--- config.mk ---
export PLATFORM = sky130hd
export DESIGN_NAME = bps_ctrl
export DESIGN_NICKNAME = d
export VERILOG_FILES = /design/src/rtl/core/bps_pkg.sv /design/src/rtl/core/bps_ctrl.sv
export SDC_FILE = /design/constraint.sdc
export NUM_CORES = 1
export LEC_CHECK = 0
export BUFFER_PORTS_ARGS = -buffer_cell sky130_fd_sc_hd__buf_4
export CAP_MARGIN = 20
export CORE_AREA = 3 3 40 42
export DETAILED_ROUTE_END_ITERATION = 7
export DIE_AREA = 0 0 43 45
export PLACE_DENSITY_LB_ADDON = 0.08
export SLEW_MARGIN = 20
export SYNTH_ARGS = -nofsm -noshare
export SYNTH_HDL_FRONTEND = slang
export SYNTH_SLANG_ARGS = --single-unit
--- constraint.sdc ---
create_clock -name clk -period 1.4 [get_ports clk]
set_clock_uncertainty 0.2 [all_clocks]
set_input_delay 0.07 -clock clk [delete_from_list [all_inputs] [get_ports clk]]
set_output_delay 0.07 -clock clk [all_outputs]
set_load 0.01 [all_outputs]
--- src/rtl/core/bps_pkg.sv ---
// ----------------------------------------------------------------------------
// bps_pkg
// Shared types and constants for the byte pair substitution core.
// ----------------------------------------------------------------------------
`default_nettype none
package bps_pkg;

  localparam int unsigned PAIR_DEPTH = 65536;
  localparam int unsigned BYTE_DEPTH = 256;
  localparam int unsigned PAIR_AW    = 16;
  localparam int unsigned BYTE_AW    = 8;

  localparam logic OP_COUNT   = 1'b0;
  localparam logic OP_REPLACE = 1'b1;

  // controller -> datapath commands
  typedef struct packed {
    logic clr_step;    // write zero at clear address, advance
    logic clr_init;    // zero clear/scan address
    logic take_in;     // latch accepted item
    logic cnt_rd;      // issue histogram reads
    logic cnt_wr;      // write bumped counts back
    logic scan_init;   // start scan
    logic scan_step;   // step the scan
    logic scan_done;   // commit best/rare
    logic rep_do;      // perform replace step
    logic emit;        // emit queued result
  } bps_cmd_t;

  // datapath -> controller status
  typedef struct packed {
    logic clr_last;    // clear address at final entry
    logic scan_last;   // scan issued final read
    logic emit_empty;  // no queued results left
    logic item_op;
    logic item_last;
  } bps_sts_t;

endpackage
`default_nettype wire

--- src/rtl/core/bps_ctrl.sv ---
// ----------------------------------------------------------------------------
// bps_ctrl
// Sequencer for clearing, counting, scanning, replacing and emitting.
// ----------------------------------------------------------------------------
`default_nettype none
module bps_ctrl
  import bps_pkg::*;
(
  input  wire logic     clk,
  input  wire logic     rst_n,
  input  wire logic     start,
  output logic          busy,
  output bps_cmd_t      cmd,
  input  wire bps_sts_t sts
);
  typedef enum logic [7:0] {
    S_CLR   = 8'b0000_0001,
    S_IDLE  = 8'b0000_0010,
    S_DISP  = 8'b0000_0100,
    S_CRD   = 8'b0000_1000,
    S_CWR   = 8'b0001_0000,
    S_SCAN  = 8'b0010_0000,
    S_EMIT  = 8'b0100_0000,
    S_SDONE = 8'b1000_0000
  } state_t;

  state_t state_r, state_nxt;
  logic   scan_go_r;

  always_comb begin
    cmd       = '0;
    state_nxt = state_r;
    busy      = (state_r != S_IDLE);
    case (state_r)
      S_CLR: begin
        cmd.clr_step = 1'b1;
        if (sts.clr_last) state_nxt = S_IDLE;
      end
      S_IDLE: begin
        if (start) begin
          cmd.take_in = 1'b1;
          state_nxt   = S_DISP;
        end
      end
      S_DISP: begin
        if (sts.item_op == OP_COUNT) begin
          cmd.cnt_rd = 1'b1;
          state_nxt  = S_CRD;
        end else begin
          cmd.rep_do = 1'b1;
          state_nxt  = S_EMIT;
        end
      end
      S_CRD: state_nxt = S_CWR;
      S_CWR: begin
        cmd.cnt_wr = 1'b1;
        if (sts.item_last) state_nxt = S_SCAN;
        else state_nxt = S_IDLE;
      end
      S_SCAN: begin
        if (scan_go_r) cmd.scan_init = 1'b1;
        else begin
          cmd.scan_step = 1'b1;
          if (sts.scan_last) state_nxt = S_SDONE;
        end
      end
      S_SDONE: begin
        cmd.scan_done = 1'b1;
        state_nxt     = S_EMIT;
      end
      S_EMIT: begin
        if (sts.emit_empty) state_nxt = S_IDLE;
        else cmd.emit = 1'b1;
      end
      default: state_nxt = S_IDLE;
    endcase
  end

  // scan_init goes out on the first scan cycle, after the last count write
  always_ff @(posedge clk) begin
    if (!rst_n) begin
      state_r   <= S_CLR;
      scan_go_r <= 1'b0;
    end else begin
      state_r   <= state_nxt;
      scan_go_r <= cmd.cnt_wr && sts.item_last;
    end
  end
endmodule
`default_nettype wire

* Word-level counts from Yosys, hierarchy flattened
Cells that the tools add are included.
** Operators by class
- Equal/unequal tests :: 14
- Multiplexer cells :: 22
- Reductions and logical operators :: 2
** Operator list (number)
- $pmux 8 s8 :: 1
- $mux 8 :: 5
- $mux 1 :: 13
- $ne 2x2->1 const B :: 5
- $eq 8x1->1 const B :: 1
- $eq 8x2->1 const B :: 1
- $eq 8x3->1 const B :: 1
- $eq 8x4->1 const B :: 1
- $eq 8x5->1 const B :: 1
- $eq 8x6->1 const B :: 1
- $eq 8x7->1 const B :: 1
- $eq 8x8->1 const B :: 1
- $ne 8x2->1 const B :: 1
- $mux 7 :: 1
- $mux 6 :: 1
- $reduce_and 5->1 :: 1
- $mux 2 :: 1
- $logic_and 1x1->1 :: 1
** Word-level totals
- Flip-flop bits (word level) :: 9
- Output and inout port bits :: 11
- Word-level logic and storage cells :: 40

* Depth between registers and ports, before layout
- Depth in word-level cells :: 3
- Depth in mapped cells :: 4

* Worst setup path after synthesis
OpenSTA, ideal clock, no wires.
- Path kind :: register -> register
- Start :: reg state_r[6]
- End :: reg state_r[1]
- Library setup time :: 91 ps
- Data arrival time :: 1294 ps
- Data required time :: 1109 ps
- Setup slack :: -185 ps
- Stages on the path, launching flop included :: 5
- Cells stage by stage :: dfxtp_1 > nor4_4 > and4b_1 > nand2b_1 > a311oi_1
** Between the ends
- Word-level cells in the longest chain between the ends :: 3
** Ends and longest elaborated chain
- from (decl) :: line bps_ctrl.sv:27 : state_t state_r, state_nxt;
- from (signal assigned) :: line bps_ctrl.sv:85 : state_r <= state_nxt;
- $eq 8x6->1 (tied with other cells) :: line bps_ctrl.sv:34 : case (state_r)
- $ne 2x2->1 (no line)
- $reduce_and 5->1 (no line)
Several ways; a longest one is shown, not always the timed one.
A chain may end at the register's enable or synchronous reset.

==> flow_summary_export.csv <==
group,metric,value,unit
detailed_routing,drc,0,
layout,area_growth,107,%
detailed_routing,wl,1850,µm
worst_setup_path,path_buf_inv,3,
worst_setup_path,critPathTopFamily,"simple AND/OR/NAND/NOR gates",
worst_setup_path,r2r_cells,6,
min_path,hold_class,"primary input to flip-flop",
worst_setup_path,cpPeakStageDelay,0.34,ns
detailed_routing,initialDrtViolationCount,13,
logic_synthesis,yosysWarnings,0,
timing,fin_crit,1.79,ns
logic_synthesis,syn_inst,64,
die,die_w,43,µm
run_status,status,"complete, but fails checks",
power,peakVddDrop,0.566,mV
logic_synthesis,ys_ff_latch,9,
logic_synthesis,ys_types,26,
place,dp_hpwl,1050,µm
clock_network,cts_buffers,3,
worst_setup_path,crit_required,1.13,ns
layout,final_cell_mix,"32 x buf_4, 9 x buf_6, 7 x nor2_1",
die,core,1280,µm²
detailed_routing,vias,652,
die,rows,13,
timing,rsz0062_at_grt,"true",
clock_network,ctsRootBufferMaster,"clkbuf_4",
detailed_routing,final_antenna_net_count,0,
global_route,grt_max_degree,7,
layout,drive_above_1_share,0.643,
worst_setup_path,crit_fanout,6,
worst_setup_path,path_common_cell,"buf_6",
global_route,use_met3,0.0239,
clock_network,htree_levels,1,
place,routabilityCongestion,0.748,
logic_synthesis,synth_fp_nets,72,
timing,fmax,558,MHz
min_path,hold_depth,5,
logic_synthesis,synth-main-ff-cell,"dfxtp_1",
global_route,grt_usage,0.172,
timing,setup_viol,19,
logic_synthesis,synth.avg_cell_area,8.23,µm²
timing,fin_crit_sh,1.28,
worst_setup_path,critPathLaunchType,"flip-flop",
layout,fin_nets,121,
clock_network,cts_sinks,9,
logic_synthesis,synth_edf_count,0,
layout,final_common_cell,"buf_4",
layout,antennaDiodeCount,0,
detailed_routing,dr.pass1.iters,4,
worst_setup_path,path_class,"flip-flop to output pin",
timing,hold_violations,0,
global_route,grt_use_met2,0.281,
power,power_leakage,0.000479,µW
layout,regArea,193,µm²
layout,final_util,0.847,
worst_setup_path,end_kind,"output pin",
layout,multi_input_comb_area,430,µm²
global_route,grt_pass1_vias,591,
clock_network,cts_tree,"built",
power,power.density,632,nW/µm²
timing,finalSetupTns,-5.21,ns
worst_setup_path,arrival,1.52,ns
clock_network,clkLatencyLatePin,0.26,ns
die,dieArea,1940,µm²
run_status,violations,"negative setup slack",
logic_synthesis,synth_area,527,µm²
worst_setup_path,crit_chain,"nor4_4, buf_6, and4b_2, buf_6, buf_6",
clock_network,clk_pin_slew,0.06,ns
worst_setup_path,cp_slowest_cell,"dfxtp_2",
die,start_util,0.410,
job,maxCapViolations,0,
clock_network,clockBufferDepth,2,
timing,finalMaxSlewViolations,0,
timing,worst_slack,-0.393,ns
logic_synthesis,async_flop_share,0,
die,die_h,45,µm
detailed_routing,viasPerCell,5.13,
global_route,busiest_layer,"met2",
place,portBuffers,17,
global_route,grt_pass1_wl,2470,µm
global_route,grt_overflow,0,
global_route,antenna_found_initial,0,
die,num_io_pins,19,
layout,fill_cells,69,
detailed_routing,wl_per_cell,14.5,µm
logic_synthesis,yosysSeqAreaShare,0.342,
global_route,grt.met1_usage,0.217,
worst_setup_path,path_depth,5,
-- cell usage after synthesis (2+ instances only) --
cell,instances,area (µm²)
inv_1,5,18.8
nor4_4,2,42.5
buf_4,2,15.0
nand2b_1,3,18.8
xor2_1,2,17.5
nand4b_1,3,26.3
dfxtp_1,9,180
nor3b_1,2,15.0
nor2_1,13,48.8
nand3_1,4,20.0
nand2_1,2,7.51
nand4_1,3,18.8
-- cells by family (layout without fill, tap and decap cells) --
kind of cell    Yosys count  count (layout)  share of synthesized area
simple gates             38              38                      0.456
flops                     9               9                      0.342
compound gates            7               7                     0.0974
buf+inv                   7              55                     0.0641
xor+xnor                  2               2                     0.0333
other cells               1               1                    0.00712
-- where the power goes --
part | switching [µW] | leakage (µW) | internal [µW] | total, µW
Combinational | 92.4 | 0.000388 | 120 | 212
Clock | 91.0 | 0.0000150 | 110 | 201
Sequential | 10.8 | 0.0000760 | 265 | 275
-- cell type report --
type	count	area share
Inverter	5	0.0172
Clock buffer	4	0.0241
Sequential cell	9	0.177
Timing Repair Buffer	46	0.369
Tap cell	15	0.0172
Multi-Input combinational cell	48	0.395
-- final timing paths --
check	startpoint	slack [ns]	endpoint
hold / removal	sts[3]	0.08	state_r[1]
hold reg to reg	state_r[0]	0.50	state_r[0]
setup / recovery	state_r[6]	-0.39	cmd[5]
setup reg to reg	state_r[6]	-0.35	state_r[1]
-- tightest hold or removal path: cells and delay by family --
kind,cells,cell delay [ns]
buf+inv,2,0.20
simple gates,1,0.08
compound gates,2,0.16
-- registers in the layout (all words and copies together) (netlist names) --
name	count
state_r	8
scan_go_r	1
-- repair_timing --
item	CTS	global route
gates resized for setup	18	23
endpoints found under the setup margin	19	19
endpoints found under the hold margin	6	0
buffers inserted	6	8
hold buffers	4	0
pin swaps	3	15
-- routing by layer --
metal | vias up | wire [µm]
li1 | 326 | -
met1 | 302 | 838
met2 | 18 | 902
met3 | 6 | 62
met4 | 0 | 42
met5 | - | 0
-- per-stage QoR --
step	cell area (µm²)	hold WS (ns)	power (µW)	instances	setup WS, ns
global placement	759	0.0514	396	107	-0.217
detailed placement	759	0.0502	396	107	-0.234
finish	1090	0.0819	688	127	-0.393
global route	1090	0.108	728	127	-0.446
floorplan	531	-0.0590	338	64	-0.154
CTS	922	0.0663	634	121	-0.358
No activity file was read; power rests on OpenSTA's default activity.
